`config.mk`:
```
export PLATFORM = sky130hd
export DESIGN_NAME = accel_shock_magnitude
export DESIGN_NICKNAME = d
export VERILOG_FILES = /design/src/hw/rtl/accshk_pkg.sv /design/src/hw/rtl/accel_shock_magnitude.sv /design/src/hw/rtl/accshk_ctrl.sv /design/src/hw/rtl/accshk_dp.sv
export SDC_FILE = /design/constraint.sdc
export NUM_CORES = 1
export LEC_CHECK = 0
export BUFFER_PORTS_ARGS = -buffer_cell sky130_fd_sc_hd__buf_4
export CAP_MARGIN = 30
export CORE_MARGIN = 2
export CORE_UTILIZATION = 30
export DETAILED_ROUTE_END_ITERATION = 12
export PLACE_DENSITY = 0.45
export SETUP_SLACK_MARGIN = 0.1
export SLEW_MARGIN = 20
export SYNTH_ARGS = -nofsm -noshare
export SYNTH_HDL_FRONTEND = slang
export SYNTH_HIERARCHICAL = 1
export SYNTH_SLANG_ARGS = --single-unit
```
`constraint.sdc`:
```
create_clock -name clk -period 9.7 [get_ports clk]
set_input_delay 0.485 -clock clk [delete_from_list [all_inputs] [get_ports clk]]
set_output_delay 0.485 -clock clk [all_outputs]
set_load 0.03 [all_outputs]
```
`src/hw/rtl/accshk_pkg.sv`:
```
// Shared types and constants for the accelerometer shock magnitude block.
// No dependencies; imported by every module under hw/rtl.
package accshk_pkg;

	localparam int unsigned LEAK_SHIFT_DEF = 3;
	localparam int unsigned NUM_AXES       = 3;
	localparam int unsigned RAW_W          = 16;
	localparam int unsigned MG_W           = 14;
	localparam int unsigned SHOCK_W        = 16;
	localparam int unsigned SUM_W          = 30;  // 3 * 16380^2 stays below 2^30
	localparam int unsigned ROOT_W         = 31;
	localparam int unsigned IDX_W          = 4;
	localparam int unsigned IN_TDATA_W     = 48;
	localparam int unsigned OUT_TDATA_W    = 64;

	localparam logic [IDX_W-1:0]  SQ_LAST    = 4'd2;   // three axes, one square each
	localparam logic [IDX_W-1:0]  ROOT_LAST  = 4'd15;  // sixteen root digits
	localparam logic [ROOT_W-1:0] ROOT_BIT0  = 31'h4000_0000;

	typedef enum logic [2:0] {
		ST_IDLE,
		ST_BIAS,
		ST_SQ,
		ST_ROOT,
		ST_DONE
	} st_t;

	typedef struct packed {
		logic             load;      // capture input beat
		logic             bias;      // update biases, form deviations
		logic             sq;        // square one axis, accumulate
		logic             sq_first;  // restart accumulator and root
		logic             root;      // one root digit
		logic [IDX_W-1:0] idx;       // axis or root digit index
		logic             out_load;  // move result into output register
	} cmd_t;

	typedef struct packed {
		logic out_free;  // output register empty or draining this cycle
	} sts_t;

endpackage

```
`src/hw/rtl/accel_shock_magnitude.sv`:
```
// Top level of the accelerometer shock magnitude block.
// Depends on accshk_pkg, accshk_ctrl and accshk_dp.
//
// Slave channel: one beat per sample, s_tdata = raw_x, raw_y, raw_z words of
// 16 bits each (12-bit count left-justified, low nibble ignored).
// Master channel: one beat per sample with x/y/z in milli-g and the shock
// magnitude, the floor root of the summed squared deviations from a leaky
// per-axis bias.
// From the accepted input beat to m_tvalid the sequencer walks the bias
// update, the three axis squares through the single shared 14x14 squarer,
// the sixteen digits of the digit-by-digit root and the output load. One
// sample is in flight at a time; s_tready is high only while the sequencer
// is idle, so no new sample is taken until the last result has been loaded.
// A finished result sits in the output register while the next sample is
// accepted and processed; the sequencer holds in its final step only if that
// register is still full and not draining when the next result is ready.
// Reset clears the biases and the primed flag: the first sample after reset
// loads the biases and reports a shock of zero. A stalled receiver holds
// m_tvalid and m_tdata steady until m_tready.
module accel_shock_magnitude
	import accshk_pkg::*;
#(
	parameter int unsigned LEAK_SHIFT = LEAK_SHIFT_DEF
) (
	input  logic                   clk,
	input  logic                   arst_n,
	input  logic                   s_tvalid,
	output logic                   s_tready,
	input  logic [IN_TDATA_W-1:0]  s_tdata,   // raw_x[15:0], raw_y[31:16], raw_z[47:32]
	output logic                   m_tvalid,
	input  logic                   m_tready,
	output logic [OUT_TDATA_W-1:0] m_tdata    // x_mg[13:0], y_mg[27:14], z_mg[41:28],
	                                          // shock_mag[57:42], zeros above
);

	cmd_t cmd;
	sts_t sts;

	// Sequencer: walk load, bias, square, root and output steps.
	accshk_ctrl u_ctrl (
		.clk      (clk),
		.arst_n   (arst_n),
		.s_tvalid (s_tvalid),
		.s_tready (s_tready),
		.sts      (sts),
		.cmd      (cmd)
	);

	// Datapath: hold sample, bias state, accumulator, root and output register.
	accshk_dp #(
		.LEAK_SHIFT (LEAK_SHIFT)
	) u_dp (
		.clk      (clk),
		.arst_n   (arst_n),
		.s_tdata  (s_tdata),
		.cmd      (cmd),
		.sts      (sts),
		.m_tvalid (m_tvalid),
		.m_tready (m_tready),
		.m_tdata  (m_tdata)
	);

	// An accepted beat makes the block busy on the next cycle.
	a_busy_after_accept: assert property (@(posedge clk) disable iff (!arst_n)
		s_tvalid && s_tready |=> !s_tready)
		else $error("input accepted while a sample was in flight");

	// A result only enters the output register when it is free.
	a_no_overwrite: assert property (@(posedge clk) disable iff (!arst_n)
		cmd.out_load |-> (!m_tvalid || m_tready))
		else $error("output register overwritten before it was taken");

	// A new output beat appears only after the sequencer loaded one.
	a_valid_from_load: assert property (@(posedge clk) disable iff (!arst_n)
		$rose(m_tvalid) |-> $past(cmd.out_load))
		else $error("output valid rose without a result load");

	// No two datapath commands (load, bias, square, root, output load) overlap.
	a_one_step: assert property (@(posedge clk) disable iff (!arst_n)
		$onehot0({cmd.load, cmd.bias, cmd.sq, cmd.root, cmd.out_load}))
		else $error("datapath commands overlap");

endmodule

```
`src/hw/rtl/accshk_ctrl.sv`:
```
// Sequencer for the shock magnitude block: issues datapath commands per step.
// Depends on accshk_pkg.
module accshk_ctrl
	import accshk_pkg::*;
(
	input  logic clk,
	input  logic arst_n,
	input  logic s_tvalid,
	output logic s_tready,
	input  sts_t sts,
	output cmd_t cmd
);

	st_t              state_q, state_d;
	logic [IDX_W-1:0] cnt_q, cnt_d;

	always_ff @(posedge clk or negedge arst_n) begin
		if (!arst_n) begin
			state_q <= ST_IDLE;
			cnt_q   <= '0;
		end else begin
			state_q <= state_d;
			cnt_q   <= cnt_d;
		end
	end

	always_comb begin
		state_d  = state_q;
		cnt_d    = cnt_q;
		cmd      = '0;
		cmd.idx  = cnt_q;
		s_tready = 1'b0;
		unique case (state_q)
			ST_IDLE: begin
				s_tready = 1'b1;
				cmd.load = s_tvalid;
				if (s_tvalid) begin
					state_d = ST_BIAS;
				end
			end
			ST_BIAS: begin
				cmd.bias = 1'b1;
				cnt_d    = '0;
				state_d  = ST_SQ;
			end
			ST_SQ: begin
				cmd.sq       = 1'b1;
				cmd.sq_first = (cnt_q == '0);
				if (cnt_q == SQ_LAST) begin
					cnt_d   = '0;
					state_d = ST_ROOT;
				end else begin
					cnt_d = cnt_q + 1'b1;
				end
			end
			ST_ROOT: begin
				cmd.root = 1'b1;
				if (cnt_q == ROOT_LAST) begin
					cnt_d   = '0;
					state_d = ST_DONE;
				end else begin
					cnt_d = cnt_q + 1'b1;
				end
			end
			ST_DONE: begin
				cmd.out_load = sts.out_free;
				if (sts.out_free) begin
					state_d = ST_IDLE;
				end
			end
			default: begin
				state_d = ST_IDLE;
			end
		endcase
	end

endmodule

```
`src/hw/rtl/accshk_dp.sv`:
```
// Datapath for the shock magnitude block: scaling, leaky bias, shared squarer,
// digit-by-digit square root and the output register. Depends on accshk_pkg.
module accshk_dp
	import accshk_pkg::*;
#(
	parameter int unsigned LEAK_SHIFT = LEAK_SHIFT_DEF
) (
	input  logic                   clk,
	input  logic                   arst_n,
	input  logic [IN_TDATA_W-1:0]  s_tdata,
	input  cmd_t                   cmd,
	output sts_t                   sts,
	output logic                   m_tvalid,
	input  logic                   m_tready,
	output logic [OUT_TDATA_W-1:0] m_tdata
);

	logic [MG_W-1:0]   mg_q   [NUM_AXES];
	logic [MG_W-1:0]   bias_q [NUM_AXES];
	logic [MG_W-1:0]   dmag_q [NUM_AXES];
	logic [MG_W-1:0]   bias_d [NUM_AXES];
	logic [MG_W-1:0]   dev_d  [NUM_AXES];
	logic              primed_q;
	logic [SUM_W-1:0]  v_q;
	logic [ROOT_W-1:0] root_q;
	logic              ovalid_q;
	logic [OUT_TDATA_W-1:0] out_q;

	// Leak each bias toward its reading, truncating the step toward zero.
	always_comb begin
		logic [MG_W:0] diff, dmag, stepm, bnew, dev;
		for (int a = 0; a < NUM_AXES; a++) begin
			diff  = {mg_q[a][MG_W-1], mg_q[a]} - {bias_q[a][MG_W-1], bias_q[a]};
			dmag  = diff[MG_W] ? (~diff + 1'b1) : diff;
			stepm = dmag >> LEAK_SHIFT;
			bnew  = diff[MG_W] ? ({bias_q[a][MG_W-1], bias_q[a]} - stepm)
			                   : ({bias_q[a][MG_W-1], bias_q[a]} + stepm);
			dev   = {mg_q[a][MG_W-1], mg_q[a]} - bnew;
			bias_d[a] = bnew[MG_W-1:0];
			dev_d[a]  = dev[MG_W] ? MG_W'(~dev + 1'b1) : dev[MG_W-1:0];
		end
	end

	logic [MG_W-1:0]   sq_in;
	logic [2*MG_W-1:0] sq_prod;

	always_comb begin
		unique case (cmd.idx)
			4'd0:    sq_in = dmag_q[0];
			4'd1:    sq_in = dmag_q[1];
			4'd2:    sq_in = dmag_q[2];
			default: sq_in = '0;
		endcase
		sq_prod = sq_in * sq_in;
	end

	logic [ROOT_W-1:0] rbit;
	logic [ROOT_W:0]   trial;
	logic              take;

	always_comb begin
		rbit  = ROOT_BIT0 >> {cmd.idx, 1'b0};
		trial = {1'b0, root_q} + {1'b0, rbit};
		take  = ({{(ROOT_W + 1 - SUM_W){1'b0}}, v_q} >= trial);
	end

	always_ff @(posedge clk or negedge arst_n) begin
		if (!arst_n) begin
			primed_q <= 1'b0;
			for (int a = 0; a < NUM_AXES; a++) begin
				bias_q[a] <= '0;
			end
		end else if (cmd.bias) begin
			primed_q <= 1'b1;
			for (int a = 0; a < NUM_AXES; a++) begin
				bias_q[a] <= primed_q ? bias_d[a] : mg_q[a];
			end
		end
	end

	always_ff @(posedge clk) begin
		if (cmd.load) begin
			for (int a = 0; a < NUM_AXES; a++) begin
				mg_q[a] <= {s_tdata[a*RAW_W + 4 +: 12], 2'b00};
			end
		end
		if (cmd.bias) begin
			for (int a = 0; a < NUM_AXES; a++) begin
				dmag_q[a] <= primed_q ? dev_d[a] : '0;
			end
		end
		if (cmd.sq) begin
			v_q <= cmd.sq_first ? SUM_W'(sq_prod) : v_q + SUM_W'(sq_prod);
			if (cmd.sq_first) begin
				root_q <= '0;
			end
		end else if (cmd.root) begin
			if (take) begin
				v_q    <= v_q - trial[SUM_W-1:0];
				root_q <= (root_q >> 1) + rbit;
			end else begin
				root_q <= root_q >> 1;
			end
		end
		if (cmd.out_load) begin
			// root of a value below 2^30 fits in 15 bits, so no clamp is needed
			out_q <= {{(OUT_TDATA_W - 3*MG_W - SHOCK_W){1'b0}}, root_q[SHOCK_W-1:0],
			          mg_q[2], mg_q[1], mg_q[0]};
		end
	end

	always_ff @(posedge clk or negedge arst_n) begin
		if (!arst_n) begin
			ovalid_q <= 1'b0;
		end else if (cmd.out_load) begin
			ovalid_q <= 1'b1;
		end else if (m_tready) begin
			ovalid_q <= 1'b0;
		end
	end

	assign sts.out_free = !ovalid_q || m_tready;
	assign m_tvalid     = ovalid_q;
	assign m_tdata      = out_q;

endmodule
```
==> results of run 1 <==
state kept, by name, summed over array words and instances (netlist names), 3 cells and up:
register        count
u_dp/m_tdata       52
u_dp/bias_q        42
u_dp/dmag_q        42
u_dp/mg_q          36
u_dp/root_q        31
u_dp/v_q           30
u_ctrl/cnt_q        4
u_ctrl/state_q      3
through the flow:
step / util / hold slack, ns / worst slack (ns) / area, um^2 / cells
final: 0.337 / -0.00783 / 0.722 / 30800 / 4427
after CTS: 0.336 / 0.00189 / 0.540 / 30700 / 4427
after detailed placement: 0.325 / 0.446 / 0.563 / 29700 / 4365
after floorplan: - / 0.189 / 0.684 / 27600 / 3140
after global placement: 0.325 / 0.444 / 0.551 / 29700 / 4365
after global routing: 0.337 / 0.0402 / 0.112 / 30800 / 4427
final timing paths:
check                           slack (ns)  cells past startpoint       startpoint                to
min in group clk                      0.09                      1      s_tdata[43]  u_dp/mg_q[0][31]
worst max-delay path                  0.72                     33  u_ctrl/cnt_q[0]      u_dp/v_q[28]
worst min register to register        0.46                      0   u_dp/root_q[0]  u_dp/m_tdata[42]
worst max register to register        0.72                     33  u_ctrl/cnt_q[0]      u_dp/v_q[28]
worst min-delay path                -0.008                      1           arst_n    u_dp/bias_q[2]
max in group asynchronous             9.10                      1           arst_n   u_ctrl/cnt_q[0]
kinds of logic after synthesis:
logic type                 synth area share
and+or+nand+nor                       0.166
AOI/OAI and AO/OA                     0.186
adders and majority gates             0.228
buffers and inverters                0.0595
xor gates and xnor gates             0.0940
DFF                                   0.254
muxes                                0.0116
other                              0.000136
final cells by class:
class,count,share of cell area
multi-input cells,2493,0.618
clock buffers,45,0.0307
clock inverters,17,0.00448
well taps,1186,0.0482
inverters,311,0.0380
flip-flops and latches,242,0.228
repair buffers,133,0.0325
cells in the final DEF (no fill, tap or decap), drive strengths merged, types with 133 or more instances in the layout:
cell	Yosys	routed
inv	307	308
nand2	296	296
xnor2	166	166
buf	32	133
a21oi	206	206
edfxtp	191	191
o21ai	137	137
nor2	302	302
ha	310	310
what timing repair did:
action,CTS,global route
endpoints found under the setup margin,0,6
hold buffers,0,0
gates resized for setup,0,2
layer usage:
layer | track usage | vias up
met1 | 0.211 | 10500
met2 | 0.260 | 221
li1 | - | 11300
met5 | 0 | -
met4 | 0.0339 | 0
met3 | 0.0173 | 65
==> flow_metrics.tcl, run 1 <==
set metrics [dict create \
    multi_input_area_um2 19000 \
    route.antenna.remaining_nets 0 \
    setup_viol 0 \
    worst_ep_arrival_time_ns 9.29 \
    fin_worst_skew_ns 0.0293 \
    final_layout_size_suffix_gt1_frac 0.0852 \
    timing.setup.tns_ns 0 \
    drtPass1Iterations 5 \
    dieWidth_um 307 \
    regArea_um2 7010 \
    clk_latency_ns 0.57 \
    drc 0 \
    grt_usage 0.154 \
    grt_antenna_before_repair 2 \
    cts.sinks 242 \
    dr_wl_met3_um 1840 \
    rows 111 \
    io_pins 118 \
    fmax_mhz 111 \
    start_util 0.302 \
    htree_levels 2 \
    ys_ff_latch 242 \
    max_stage_delay_ns 0.54 \
    crit_top_cell "fa_1" \
    netlist_instances 3129 \
    fillers 9709 \
    period_share 0.926 \
    core_um2 91400 \
    cts_setup_buffers 0 \
    n_antenna_cell 0 \
    place_hpwl_um 57700 \
    violations "hold timing" \
    worst-path-buf-inv 6 \
    die_area_um2 94400 \
    post_synth.cell_area_avg_um2 8.82 \
    netlist.top_cell.by_area "edfxtp_1" \
    synth.top_cells.by_area "edfxtp_1 (21%), ha_1 (14%), fa_1 (8.8%)" \
    nets 3699 \
    cts-root-buf "clkbuf_16" \
    yosys-top-cells-count "ha_1 (310), inv_1 (307), nor2_1 (302)" \
    required_ns 10.01 \
    rsz0062_at_grt "no" \
    min_period_ns 8.98 \
    top_layer "met4" \
    cp_top_family "adder cells" \
    path_class "flop to flop" \
    grt_first_pass_wirelength_um 118000 \
    wl_met1_um 35300 \
    synth_edf_count 191 \
    hold_viol 3 \
    async_flop_share 0.211 \
    fp.dieH_um 307 \
    routabilityCongestion 0.823 \
    drt_iter0_drc 1147 \
    synth_flop_cell "edfxtp_1" \
    cts_tree "yes" \
    yosysMostFrequentCell "ha_1" \
    ys_warn_count 6 \
    wl_met2_um 34100 \
    num_vias 22000 \
    port_buffers 93 \
    slowest_stage "fa_1" \
    area_growth_pct 11.4 \
    slew_headroom 0.406 \
    maxCapViolCount 0 \
    wl_um 72600 \
    cts.path.max_buffers 3 \
    outcome "finished with violations" \
    tightest_slew_ns 0.890 \
    via_per_inst 4.98 \
    synth_area_um2 27600 \
    grt_max_degree 85 \
    grt_pass1_vias 21900 \
    min_path_type "primary input to async pin" \
    worst_hold_slack_ns -0.00783 \
    slew_violations 0 \
    end_kind "flop" \
    ys_seq_area_frac 0.254 \
    cts_made_buffers 35 \
    clk_pin_slew_ns 0.06 \
    wire_per_inst_um 16.4 \
    worstSetupStartpointType "flop" \
    synth_top_area_frac 0.208 \
    cp_max_fo 14 \
    yosysUniqueCellTypes 110 \
    gr-total-overflow 0 \
]
Power of run 1 is left out: the tool's default activity adds up to more than one toggle a clock period on the data nets, which glitch-free logic cannot reach.
==> inputs of run 2 (changes only) <==
--- a/config.mk
+++ b/config.mk
@@ -10,7 +10,8 @@
 export CORE_MARGIN = 2
 export CORE_UTILIZATION = 30
 export DETAILED_ROUTE_END_ITERATION = 12
-export PLACE_DENSITY = 0.45
+export PLACE_DENSITY = 0.47
+export REMOVE_ABC_BUFFERS = 1
 export SETUP_SLACK_MARGIN = 0.1
 export SLEW_MARGIN = 20
 export SYNTH_ARGS = -nofsm -noshare
==> run 2 against run 1 <==
- the flow still finishes with violations (hold timing)
- first-iteration DRC count up 6.2%
- hold slack better by 0.0033 ns
- die area unchanged
- critical path type unchanged
- critical endpoint unchanged
- highest routed layer unchanged
==> flow_metrics.tcl, run 2 (synthesis gave the netlist of run 1 again) <==
set metrics [dict create \
    outcome "finished with violations" \
    violations "hold timing" \
    place_hpwl_um 56600 \
    clk_pin_slew_ns 0.06 \
    slew_violations 0 \
    slowest_stage "fa_1" \
    start_util 0.302 \
    rsz0062_at_grt "yes" \
    post_dp_cell_area_um2 29700 \
    grt_usage 0.153 \
    final_common_cell "ha_1" \
    tightest_slew_ns 0.941 \
    design_area_um2 30900 \
    cts_resized 0 \
    grt_first_pass_wirelength_um 117000 \
    busiest_layer "met2" \
    worst_hold_slack_ns -0.00458 \
    grt_use_met1 0.214 \
    via_per_inst 4.98 \
    cts-root-buf "clkbuf_16" \
    dp.cells 4367 \
    grt_pass1_vias 21700 \
    timing.setup.tns_ns 0 \
    core_um2 91400 \
    period_share 0.928 \
    drt_iter0_drc 1218 \
    drc 0 \
    area_growth_pct 12.0 \
    final_cell_mix "ha_1 (310), inv_1 (303), nor2_1 (302)" \
    cts_made_buffers 34 \
    hold_viol 10 \
    htree_levels 2 \
    setup_viol 0 \
    min_period_ns 9.00 \
    nets 3702 \
    met2_usage 0.252 \
    fillers 9637 \
    largest_register_ffs 52 \
    required_ns 10.01 \
    wire_per_inst_um 16.1 \
    end_kind "flop" \
    cts.sinks 242 \
    gr-total-overflow 0 \
    port_buffers 93 \
    max_stage_delay_ns 0.55 \
    drtPass1Iterations 5 \
    path_class "flop to flop" \
    fp.dieH_um 307 \
    fin_worst_skew_ns 0.0208 \
    instances_no_fill 4431 \
    gr-usage-met3 0.0204 \
    route.antenna.remaining_nets 0 \
    cp_top_family "adder cells" \
    utilization 0.338 \
    slew_headroom 0.372 \
    routabilityCongestion 0.845 \
    cts_tree "yes" \
    fmax_mhz 111 \
    clk_latency_ns 0.57 \
    worst_ep_arrival_time_ns 9.31 \
    multi_input_area_um2 19000 \
    grt_max_degree 82 \
    die_area_um2 94400 \
    cp_max_fo 14 \
    min_path_type "primary input to async pin" \
    io_pins 118 \
    rows 111 \
    r2r_slack_ns 0.70 \
    worstSetupStartpointType "flop" \
    hold_buffers 0 \
    regArea_um2 7010 \
    grt_antenna_before_repair 0 \
    wl_um 71300 \
    cts.path.max_buffers 3 \
    final_layout_size_suffix_gt1_frac 0.0888 \
    cts_setup_buffers 0 \
    dieWidth_um 307 \
    crit_top_cell "fa_1" \
    worst-path-buf-inv 6 \
    maxCapViolCount 0 \
    num_vias 22100 \
]
-- run 2: cell count changes in the layout (fill, tap and decap cells not counted), moves of 2 or more --
| cell | before | now |
|---|---|---|
| inv_6 | 2 | 4 |
| clkinv_2 | 8 | 5 |
| bufinv_16 | 1 | 5 |
| clkbuf_1 | 8 | 4 |
| clkinv_4 | 1 | 3 |
-- run 2: cell type report --
type,count,share of cell area
antenna,1,0.0000809
multi-input combinational,2493,0.615
timing repair buffer,137,0.0337
clock inverter,21,0.00858
inverter,311,0.0380
tap,1186,0.0480
sequential,242,0.227
clock buffer,40,0.0296
-- run 2: metrics by stage --
step                      hold slack [ns]  setup slack (ns)
after floorplan                     0.189             0.322
after CTS                          0.0125             0.329
after detailed placement            0.488             0.323
after global routing               0.0177            0.0726
final                            -0.00458             0.698
after global placement              0.486             0.406
-- run 2: final timing paths --
| check | cells after the start | to | startpoint |
|---|---|---|---|
| max | 33 | u_dp/v_q[28] | u_ctrl/cnt_q[0] |
| min | 1 | u_dp/bias_q[24] | arst_n |
| max reg2reg | 33 | u_dp/v_q[28] | u_ctrl/cnt_q[0] |
| min reg2reg | 0 | u_dp/m_tdata[42] | u_dp/root_q[0] |
| max in group asynchronous | 1 | u_ctrl/cnt_q[0] | arst_n |
| min in group clk | 1 | u_dp/mg_q[0][3] | s_tdata[7] |
-- run 2: per-layer routing --
layer,wire [um],vias up
met5,0,-
met4,1010,0
met3,2340,57
met2,33100,288
met1,34900,10500
li1,-,11300
Power of run 2 is left out for the same reason.
==> inputs of run 3 (changes only) <==
--- a/config.mk
+++ b/config.mk
@@ -5,12 +5,12 @@
 export SDC_FILE = /design/constraint.sdc
 export NUM_CORES = 1
 export LEC_CHECK = 0
-export BUFFER_PORTS_ARGS = -buffer_cell sky130_fd_sc_hd__buf_4
 export CAP_MARGIN = 30
 export CORE_MARGIN = 2
-export CORE_UTILIZATION = 30
+export CORE_UTILIZATION = 55
 export DETAILED_ROUTE_END_ITERATION = 12
-export PLACE_DENSITY = 0.47
+export DONT_BUFFER_PORTS = 1
+export PLACE_DENSITY = 0.74
 export REMOVE_ABC_BUFFERS = 1
 export SETUP_SLACK_MARGIN = 0.1
 export SLEW_MARGIN = 20
==> run 3 against run 2 <==
- the flow now finishes without violations
- hold slack better by 0.13 ns
- cell count down 13%
- flip-flop and latch count unchanged
- design area down 3.9%
- global-route usage up 10 points
==> flow_metrics.tcl, run 3 (synthesis gave the netlist of run 1 again) <==
set metrics [dict create \
    max_stage_delay_ns 0.53 \
    setup_viol 0 \
    num_vias 22900 \
    slew_headroom 0.325 \
    hold_viol 0 \
    cts_tree "yes" \
    tightest_slew_ns 0.999 \
    nets 3635 \
    grt_antenna_before_repair 0 \
    rsz0062_at_grt "no" \
    io_pins 118 \
    htree_levels 1 \
    dieWidth_um 228 \
    end_kind "flop" \
    setup.worst_path.start "u_ctrl/cnt_q[0]" \
    dp.cells 3751 \
    outcome "finished, final reports clean" \
    cts-root-buf "clkbuf_16" \
    path_class "flop to flop" \
    maxCapViolCount 0 \
    worstSetupStartpointType "flop" \
    via_per_inst 5.96 \
    r2r_start "u_ctrl/cnt_q[0]" \
    slew_violations 0 \
    hp-start "s_tvalid" \
    drtPass1Iterations 5 \
    instances_no_fill 3846 \
    grt_usage 0.253 \
    drt_iter0_drc 1544 \
    min_period_ns 9.11 \
    slowest_stage "fa_1" \
    clk_pin_slew_ns 0.06 \
    cts_setup_buffers 0 \
    die_area_um2 52000 \
    fmax_mhz 110 \
    largest_register_ffs 52 \
    worst_hold_slack_ns 0.122 \
    cts.path.max_buffers 3 \
    port_buffers 0 \
    grt_max_degree 101 \
    min_path_type "primary input to flop" \
    final_layout_size_suffix_gt1_frac 0.0570 \
    gr-total-overflow 0 \
    routabilityCongestion 0.960 \
    required_ns 9.98 \
    fp.dieH_um 228 \
    rows 82 \
    drc 0 \
    period_share 0.939 \
    wire_per_inst_um 17.2 \
    grt_first_pass_wirelength_um 111000 \
    r2r_slack_ns 0.59 \
    core_um2 49900 \
    place_hpwl_um 51600 \
    cts.sinks 242 \
    area_growth_pct 7.65 \
    route.antenna.remaining_nets 0 \
    grt_pass1_vias 23100 \
    start_util 0.554 \
    cts_made_buffers 28 \
    final_cell_mix "ha_1 (310), inv_1 (305), nor2_1 (302)" \
    fin_worst_skew_ns 0.0153 \
    clk_latency_ns 0.57 \
    final_common_cell "ha_1" \
    cp_max_fo 13 \
    timing.setup.tns_ns 0 \
    utilization 0.596 \
    wl_um 66200 \
    worst_ep_arrival_time_ns 9.39 \
    n_antenna_cell 0 \
]
run 3: changes by cell type in the layout (fill, tap and decap cells not counted), sizes merged, moves of 3 or more:
cell         delta
buf           -100
bufinv          -3
clkbuf          -5
clkinvlp        -3
dlygate4sd3    +37
inv             +5
run 3: metal layers:
layer  vias to the layer above  track usage  part of all wire
met2                       612        0.456              0.50
li1                      11100            -                 -
met3                       110       0.0275             0.048
met5                         -            0                 0
met1                     11100        0.322              0.43
met4                         0       0.0707             0.025
run 3: what timing repair did:
| item | 4_1_cts | 5_1_grt |
|---|---|---|
| hold endpoints to repair | 87 | 0 |
| hold buffers | 38 | 0 |
| setup endpoints to repair | 0 | 5 |
| resized for setup | 0 | 6 |
run 3: layout make-up:
class,instances,area [um^2]
inverters,311,1170
fillers,4336,20100
flip-flops and latches,242,7010
repair buffers,76,712
multi-input cells,2493,19000
well taps,672,841
clock buffers,33,772
clock inverters,19,184
run 3: worst paths after layout:
path / to / cells past startpoint
min reg2reg: u_dp/m_tdata[42] / 0
max in group asynchronous: u_ctrl/state_q[0] / 2
max: u_dp/v_q[27] / 36
min in group asynchronous: u_dp/bias_q[27] / 2
min: u_ctrl/state_q[0] / 2
max reg2reg: u_dp/v_q[27] / 36
run 3: critical path, delay by kind of cell (launching register included):
family          cells  cell delay, ns
simple gates        8            1.32
fa+ha+maj           8            3.77
mux                 1            0.10
compound gates     10            2.18
flops               1            0.45
xor+xnor            2            0.37
buf+inv             7            0.62
run 3: per-stage QoR:
stage / area [um^2] / setup slack, ns
CTS: 29600 / 0.461
finish: 29700 / 0.591
floorplan: 27200 / 0.322
detailed placement: 28300 / 0.492
global route: 29700 / 0.0858
global placement: 28300 / 0.680
Power of run 3 is left out for the same reason.
